**src/wsm_pkg.sv**
```systemverilog
package wsm_pkg;

    localparam int MAX_QUEUES        = 8;
    localparam int PKTS_PER_QUEUE    = 64;
    localparam int SIZE_ALPHA_SHIFT  = 3;
    localparam int ROUND_ALPHA_SHIFT = 3;
    localparam int ROUND_FILTER      = 1;

    localparam int QIDX_W  = $clog2(MAX_QUEUES);
    localparam int SLOT_W  = $clog2(PKTS_PER_QUEUE);
    localparam int ADDR_W  = QIDX_W + SLOT_W;
    localparam int CNT_W   = SLOT_W + 1;
    localparam int RCNT_W  = $clog2(MAX_QUEUES + 1);
    localparam int ITER_W  = $clog2(MAX_QUEUES + 2);
    localparam int RING_W  = 3;

    localparam int BYTES_W = 14;
    localparam int QB_W    = 24;
    localparam int AVG_W   = 22;
    localparam int RT_W    = 40;
    localparam int TIME_W  = 32;
    localparam int DIV_W   = 64;
    localparam int DCNT_W  = $clog2(DIV_W);

    localparam logic [12:0]     NS_BYTE_MBPS = 13'd8000;
    localparam logic [RT_W-1:0] RT_MAX       = {RT_W{1'b1}};

    localparam logic [3:0]  RST_QUEUES = 4'd8;
    localparam logic [13:0] RST_MEAN   = 14'd1500;
    localparam logic [9:0]  RST_PTHR   = 10'd65;
    localparam logic [12:0] RST_BLIM   = 13'd1000;
    localparam logic [63:0] RST_WTAB   = 64'h0101010101010101;
    localparam logic [18:0] RST_LINK   = 19'd10000;

    typedef enum logic [2:0] {
        ST_ENQ    = 3'd0,
        ST_ENQ_CE = 3'd1,
        ST_DROP   = 3'd2,
        ST_DEQ    = 3'd3,
        ST_EMPTY  = 3'd4
    } status_t;

    typedef enum logic [1:0] {
        MARK_QUEUE  = 2'd0,
        MARK_PORT   = 2'd1,
        MARK_MQ     = 2'd2,
        MARK_HYBRID = 2'd3
    } mark_mode_t;

    typedef enum logic [3:0] {
        REG_QUEUES = 4'd0,
        REG_MEAN   = 4'd1,
        REG_MODE   = 4'd2,
        REG_PTHR   = 4'd3,
        REG_BLIM   = 4'd4,
        REG_WTAB   = 4'd5,
        REG_QTAB   = 4'd6,
        REG_LINK   = 4'd7
    } cfg_reg_t;

    typedef enum logic [3:0] {
        S_IDLE,
        S_ENQ_START,
        S_ENQ_INIT,
        S_ENQ_CHECK,
        S_ENQ_MARK,
        S_ENQ_NUM,
        S_ENQ_DIV,
        S_ENQ_RPROD,
        S_ENQ_CMP,
        S_ENQ_UPD,
        S_DEQ_PASS,
        S_DEQ_SERVE,
        S_DEQ_TX,
        S_DONE
    } fsm_t;

    typedef struct packed {
        logic             start;
        logic [DIV_W-1:0] dividend;
        logic [DIV_W-1:0] divisor;
    } div_req_t;

    typedef struct packed {
        logic             done;
        logic [DIV_W-1:0] quotient;
    } div_rsp_t;

    function automatic logic [7:0] weight_of(input logic [63:0] tab,
                                             input logic [QIDX_W-1:0] q);
        logic [7:0] w;
        w = tab[{q, 3'b000} +: 8];
        return (w == 8'd0) ? 8'd1 : w;
    endfunction

    function automatic logic [7:0] qthresh_of(input logic [63:0] tab,
                                              input logic [QIDX_W-1:0] q);
        return tab[{q, 3'b000} +: 8];
    endfunction

    function automatic logic [RT_W-1:0] rt_ewma(input logic [RT_W-1:0] rt,
                                                input logic [RT_W:0] sample);
        logic [RT_W-1:0] s;
        s = (sample > {1'b0, RT_MAX}) ? RT_MAX : sample[RT_W-1:0];
        return rt - (rt >> ROUND_ALPHA_SHIFT) + (s >> ROUND_ALPHA_SHIFT);
    endfunction

endpackage

```
**src/wsm_div.sv**
```systemverilog
module wsm_div
    import wsm_pkg::*;
(
    input  logic     clk,
    input  logic     rst_n,
    input  div_req_t req,
    output div_rsp_t rsp
);

    logic              busy_reg, busy_next;
    logic              done_reg, done_next;
    logic [DCNT_W-1:0] cnt_reg, cnt_next;
    logic [DIV_W-1:0]  quo_reg, quo_next;
    logic [DIV_W-1:0]  rem_reg, rem_next;
    logic [DIV_W-1:0]  dsr_reg, dsr_next;
    logic [DIV_W:0]    trial;

    always_comb
    begin
        busy_next = busy_reg;
        done_next = 1'b0;
        cnt_next  = cnt_reg;
        quo_next  = quo_reg;
        rem_next  = rem_reg;
        dsr_next  = dsr_reg;
        trial     = {rem_reg, quo_reg[DIV_W-1]};
        if (req.start)
        begin
            busy_next = 1'b1;
            cnt_next  = '0;
            quo_next  = req.dividend;
            rem_next  = '0;
            dsr_next  = req.divisor;
        end
        else if (busy_reg)
        begin
            if (trial >= {1'b0, dsr_reg})
            begin
                rem_next = DIV_W'(trial - {1'b0, dsr_reg});
                quo_next = {quo_reg[DIV_W-2:0], 1'b1};
            end
            else
            begin
                rem_next = trial[DIV_W-1:0];
                quo_next = {quo_reg[DIV_W-2:0], 1'b0};
            end
            cnt_next = cnt_reg + 1'b1;
            if (cnt_reg == {DCNT_W{1'b1}})
            begin
                busy_next = 1'b0;
                done_next = 1'b1;
            end
        end
    end

    always_ff @(posedge clk or negedge rst_n)
    begin
        if (!rst_n)
        begin
            busy_reg <= 1'b0;
            done_reg <= 1'b0;
            cnt_reg  <= '0;
        end
        else
        begin
            busy_reg <= busy_next;
            done_reg <= done_next;
            cnt_reg  <= cnt_next;
        end
    end

    always_ff @(posedge clk)
    begin
        quo_reg <= quo_next;
        rem_reg <= rem_next;
        dsr_reg <= dsr_next;
    end

    assign rsp.done     = done_reg;
    assign rsp.quotient = quo_reg;

endmodule

```
**config.mk**
```make
export PLATFORM = sky130hd
export DESIGN_NAME = wsm_div
export DESIGN_NICKNAME = d
export VERILOG_FILES = /design/src/wsm_pkg.sv /design/src/wsm_div.sv
export SDC_FILE = /design/constraint.sdc
export NUM_CORES = 1
export LEC_CHECK = 0
export BUFFER_PORTS_ARGS = -buffer_cell sky130_fd_sc_hd__buf_2
export CAP_MARGIN = 10
export CORE_MARGIN = 10
export CORE_UTILIZATION = 62
export DETAILED_ROUTE_END_ITERATION = 10
export PLACE_DENSITY = 0.83
export SLEW_MARGIN = 20
export SYNTH_ARGS = -nofsm -noshare
export SYNTH_HDL_FRONTEND = slang
export SYNTH_SLANG_ARGS = --single-unit
```
**constraint.sdc**
```tcl
create_clock -name clk -period 5.4 [get_ports clk]
set_input_delay 1.08 -clock clk [delete_from_list [all_inputs] [get_ports clk]]
set_output_delay 1.08 -clock clk [all_outputs]
set_load 0.03 [all_outputs]
```
### Yosys cells after proc, flatten, opt, wreduce, memory -nomap -nowiden

Cells that the tools add are included.

* register bits after elaboration: 200
* input port bits: 131
* word-level logic and storage cells: 23

* add/subtract/negate cells: 2
* order comparisons: 1
* eq/ne operators: 1
* mux-type cells: 12
* reductions and logical operators: 1

Operators with widths (number)
* two-way mux 64 bit: 3
* greater-or-equal comparator 65 x 64 -> 1 bit: 1
* subtractor 64 bit: 1
* two-way mux 6 bit: 2
* two-way mux 1 bit: 7
* adder 6 x 1 -> 6 bit, second input constant: 1
* equality test 6 bit, second input constant: 1
* nonzero test 2 bit: 1

### Longest topological paths before layout

* depth after elaboration: 4
* mapped depth: 15
* depth with buffers taken out: 13

### Worst setup path before layout

No wires, ideal clock.

* path type: input port to flip-flop
* start point: in req[128] (netlist name)
* end point: reg quo_reg[0], enable pin
* arrival time: 2993 ps
* slack: 1988 ps
* stages: 4
* buffers on the path: 2
* cell sequence: clkbuf_1 clkbuf_1 nor2_1 inv_1

* word-level cells in the longest chain between the ends: 1

RTL lines
* start, declared: line wsm_div.sv:6 `input div_req_t req,`
* nonzero test 2 bit (no source line)
* end signal, assigned: line wsm_div.sv:74 `quo_reg <= quo_next;`
* end, declared: line wsm_div.sv:13 `logic [DIV_W-1:0] quo_reg, quo_next;`

No other way between the ends.
A chain may end at the register's enable or synchronous reset.

### Final worst setup path

* start point: reg quo_reg[63]
* end point: reg rem_reg[62]

* word-level cells in the longest chain between the ends: 2

RTL lines
* subtractor 64 bit or greater-or-equal comparator 65 x 64 -> 1 bit (tied branches): line wsm_div.sv:39, wsm_div.sv:37
* two-way mux 64 bit (*): line wsm_div.sv:37 `if (trial >= {1'b0, dsr_reg})`
* end signal, assigned: line wsm_div.sv:75 `rem_reg <= rem_next;`
* end, declared: line wsm_div.sv:14 `logic [DIV_W-1:0] rem_reg, rem_next;`

Every way passes the cells marked *; elsewhere a longest branch is shown, timed or not.

==> metrics.txt <==
EDFF count, synth=between 100 and 150; number of buffers between clock root and the deepest sink=2; endpoint of the worst-slack reg-to-reg timing path=rem_reg[62]; met1 usage in global routing=30.7%; Std-Cell Rows=50; leading register cell type out of synthesis=sky130_fd_sc_hd__edfxtp_1; GRT Util Overall=between 20% and 30%; Mapped Cells=between 1,000 and 1,500; GR Util met2=around two fifths; Chip Width=159 µm; per-cell via count in the routed design=6.09; ordered list of cells on the worst path=inv_1 > ha_1 > fa_1 > and2b_1 > o2111ai_1 > a2111oi_2 > nor3_2 > o32ai_4 > a31oi_2 > nor3_2 > a31oi_1 > mux2_1 > a221oi_2; starting density of the core=63.7%; global placement routability congestion=0.952; number of setup buffers added after CTS=0; Final Non-Filler Cells=between 1,500 and 2,000; area enclosed by the die boundary=between 0.02 and 0.03 mm²; detailed placer's ending HPWL=23.4 mm; Finished Core Util=72.7%; actual slew at the worst max-slew pin=between 900 and 1000 ps; Max-Slew Margin vs Limit=37.6%; delay of the slowest cell on the worst path=approximately 480 ps; maximum vdd drop=approximately 0.28 mV; most crowded layer after global routing=met2; timing-limited maximum frequency=approximately 280 MHz; drt total wl=31.6 mm; number of antenna violations at the first check in global routing=2; Synth Cell Area=0.0120 mm²; number of max-cap violations=0; Post-Syn Nets=1,434; count of cell types in the netlist=79; number of synthesized register bits=200; Pwr per Cell Area=a little under 500 mW/mm²; unrepaired setup endpoints after global routing=false; Worst Path Buf+Inv=1; total number of clock tree sinks=200; overflow left after global routing=0; Slew Viols, Final=0; antenna viol nets, final=0; DRT Pass-1 Iters=5; # resized after CTS=0; WP data required=just under 6000 ps; TritonCTS clock tree=built; post-detailed-route DRC marker count=0; final total negative setup slack=0 ps; first-pass GRT wire length=51.7 mm; fraction of layout cells with a size suffix above 1=a little under a quarter; CP dominant cell by count=sky130_fd_sc_hd__nor3_2; status=completed; input/output buffers=195; vias in the first global route=10,000; number of CTS-inserted buffers=17; total leakage power=a little under 6 nW; core area=~0.019 mm²; final hold violation count=0; Layout Skew=around 21 ps; Final Critical Period=3630 ps; Area Growth Syn to Fin=14.1%; critical setup path kind=reg2reg; Mean Syn Cell Area=slightly below 10 µm²; pin count of the biggest net entering global routing=148; Worst Reg-to-Reg Cells=13; WL/cell=~19 µm; total vias in the final route=10,100; category of the worst setup path launch point=flip-flop; share of synthesized registers carrying an async set or reset=around 4%; clock latency on the worst-skew pair=about 460 ps; clock root buffer=sky130_fd_sc_hd__clkbuf_16; critical path peak fanout=4; met3 capacity usage during global routing=9.06%; height of the die=159 µm; arrival time of data at the critical path endpoint=approximately 4000 ps; number of warning messages in the yosys log=0; Min-Delay Path Class=in2async; initial DRC count=853; register-to-register setup slack=1770 ps; number of buffers inserted for hold repair after clock tree synthesis=0; layout net count=between 1,500 and 2,000; total placed cells including tap cells=between 1,500 and 2,000; worst-path cell with the longest stage delay=sky130_fd_sc_hd__a2111oi_2; CP top delay family=compound AO/OA/AOI/OAI gates; deepest level of the CTS H-tree=4; number of setup violations in the final report=0; sequential share of the synthesized area=between 40% and 50%; IO Pins=a little under 200; share of the clock period used by the worst path=approximately 67%; Worst Setup End Kind=flip-flop; Clk pin slew, worst setup/hold paths=80 ps; startpoint of the most critical register-to-register path=quo_reg[63]
[worst register-to-register path, cell delays in order (launching register included)]
cell	delay [ps]
sky130_fd_sc_hd__edfxtp_1	390
sky130_fd_sc_hd__inv_1	60
sky130_fd_sc_hd__ha_1	210
sky130_fd_sc_hd__fa_1	370
sky130_fd_sc_hd__and2b_1	260
sky130_fd_sc_hd__o2111ai_1	170
sky130_fd_sc_hd__a2111oi_2	480
sky130_fd_sc_hd__nor3_2	170
sky130_fd_sc_hd__o32ai_4	310
sky130_fd_sc_hd__a31oi_2	210
sky130_fd_sc_hd__nor3_2	250
sky130_fd_sc_hd__a31oi_1	130
sky130_fd_sc_hd__mux2_1	340
sky130_fd_sc_hd__a221oi_2	200
[per-layer routing]
layer	share of wire [%]	vias up
met5	0.022	-
met1	42	4811
met4	1.5	2
met3	9.5	40
li1	-	4837
met2	47	425
[through the flow]
| step | area (µm²) | power [mW] | hold slack, ps | setup WS, ps |
|---|---|---|---|---|
| finish | 13700 | 6.81 | 455 | 1770 |
| global route | 13700 | 7.26 | 445 | 1500 |
| global placement | 13100 | 5.37 | 484 | 1940 |
| detailed placement | 13100 | 5.44 | 489 | 1880 |
| floorplan | 12000 | 4.69 | 464 | 1990 |
| CTS | 13700 | 6.78 | 449 | 1840 |
[layout by cell type (no fill, tap or decap), types with 5 or more instances in the layout]
| cell type | Yosys | layout |
|---|---|---|
| sky130_fd_sc_hd__clkbuf_16 | 0 | 17 |
| sky130_fd_sc_hd__xnor2_1 | 32 | 32 |
| sky130_fd_sc_hd__xor2_1 | 23 | 23 |
| sky130_fd_sc_hd__edfxtp_1 | 128 | 128 |
| sky130_fd_sc_hd__buf_4 | 4 | 7 |
| sky130_fd_sc_hd__a311oi_1 | 41 | 41 |
| sky130_fd_sc_hd__and2_1 | 5 | 5 |
| sky130_fd_sc_hd__dfrtp_1 | 8 | 7 |
| sky130_fd_sc_hd__inv_1 | 82 | 81 |
| sky130_fd_sc_hd__o31a_1 | 5 | 5 |
| sky130_fd_sc_hd__nor3_1 | 12 | 12 |
| sky130_fd_sc_hd__o211ai_1 | 5 | 5 |
| sky130_fd_sc_hd__nand3_1 | 24 | 24 |
| sky130_fd_sc_hd__a21o_1 | 33 | 33 |
| sky130_fd_sc_hd__o21bai_1 | 14 | 14 |
| sky130_fd_sc_hd__buf_2 | 17 | 194 |
| sky130_fd_sc_hd__a211oi_1 | 21 | 21 |
| sky130_fd_sc_hd__a21oi_1 | 79 | 79 |
| sky130_fd_sc_hd__mux2_2 | 65 | 65 |
| sky130_fd_sc_hd__nand4_1 | 22 | 22 |
| sky130_fd_sc_hd__o21a_1 | 19 | 19 |
| sky130_fd_sc_hd__nor2_1 | 106 | 106 |
| sky130_fd_sc_hd__and3_1 | 9 | 9 |
| sky130_fd_sc_hd__mux2i_1 | 5 | 5 |
| sky130_fd_sc_hd__or3_1 | 7 | 7 |
| sky130_fd_sc_hd__ha_1 | 65 | 65 |
| sky130_fd_sc_hd__dfxtp_1 | 64 | 64 |
| sky130_fd_sc_hd__o21ai_0 | 45 | 45 |
| sky130_fd_sc_hd__nand2_1 | 144 | 144 |
| sky130_fd_sc_hd__nand2b_1 | 7 | 7 |
| sky130_fd_sc_hd__clkinv_8 | 0 | 7 |
| sky130_fd_sc_hd__nor2b_1 | 7 | 7 |
| sky130_fd_sc_hd__a31oi_1 | 10 | 10 |
[cells by family (layout without fill, tap and decap cells)]
logic type	count (synthesis)	after routing	synth area share, %
fa+ha+maj	66	66	6.92
xor+xnor	55	55	4.00
flops	200	200	44.2
buf+inv	153	317	5.24
simple gates	366	366	13.8
other cells	0	1	0
compound gates	325	325	19.1
mux	72	72	6.71
[synth_stat cells, types with 9 or more instances]
| master | instances | share of area [%] |
|---|---|---|
| sky130_fd_sc_hd__nand2_1 | 144 | 4.5 |
| sky130_fd_sc_hd__edfxtp_1 | 128 | 32 |
| sky130_fd_sc_hd__nor2_1 | 106 | 3.3 |
| sky130_fd_sc_hd__inv_1 | 82 | 2.6 |
| sky130_fd_sc_hd__a21oi_1 | 79 | 3.3 |
| sky130_fd_sc_hd__ha_1 | 65 | 6.8 |
| sky130_fd_sc_hd__mux2_2 | 65 | 6.1 |
| sky130_fd_sc_hd__dfxtp_1 | 64 | 11 |
| sky130_fd_sc_hd__o21ai_0 | 45 | 1.9 |
| sky130_fd_sc_hd__clkbuf_1 | 43 | 1.3 |
| sky130_fd_sc_hd__a311oi_1 | 41 | 3.0 |
| sky130_fd_sc_hd__a21o_1 | 33 | 2.1 |
| sky130_fd_sc_hd__xnor2_1 | 32 | 2.3 |
| sky130_fd_sc_hd__nand3_1 | 24 | 1.0 |
| sky130_fd_sc_hd__xor2_1 | 23 | 1.7 |
| sky130_fd_sc_hd__nand4_1 | 22 | 1.1 |
| sky130_fd_sc_hd__a211oi_1 | 21 | 1.3 |
| sky130_fd_sc_hd__o21a_1 | 19 | 1.2 |
| sky130_fd_sc_hd__buf_2 | 17 | 0.71 |
| sky130_fd_sc_hd__o21bai_1 | 14 | 0.87 |
| sky130_fd_sc_hd__nor3_1 | 12 | 0.50 |
| sky130_fd_sc_hd__a31oi_1 | 10 | 0.52 |
| sky130_fd_sc_hd__and3_1 | 9 | 0.47 |
[cell type report]
type / count / area [µm²]
clock inverters: 15 / 196
multi-input cells: 884 / 6090
flip-flops and latches: 200 / 5330
diodes: 1 / 2.50
fillers: 1417 / 5160
well taps: 260 / 325
repair buffers: 203 / 1050
inverters: 82 / 308
clock buffers: 17 / 425
[where the power goes]
part           internal [mW]  switching, mW
sequential              1.95          0.230
combinational           1.28           2.04
clock                  0.635          0.674
[worst max-delay path by stage]
stage | from | slack, ps | endpoint | depth (start not counted)
global placement | dsr_reg[10] | 1940 | rem_reg[59] | 13
floorplan | req[128] | 1990 | quo_reg[0] | 4
CTS | dsr_reg[26] | 1840 | rem_reg[16] | 13
detailed placement | dsr_reg[26] | 1880 | rem_reg[15] | 13
global route | dsr_reg[26] | 1500 | rem_reg[23] | 13
finish | quo_reg[63] | 1770 | rem_reg[62] | 13
(Power assumes the default switching activity.)
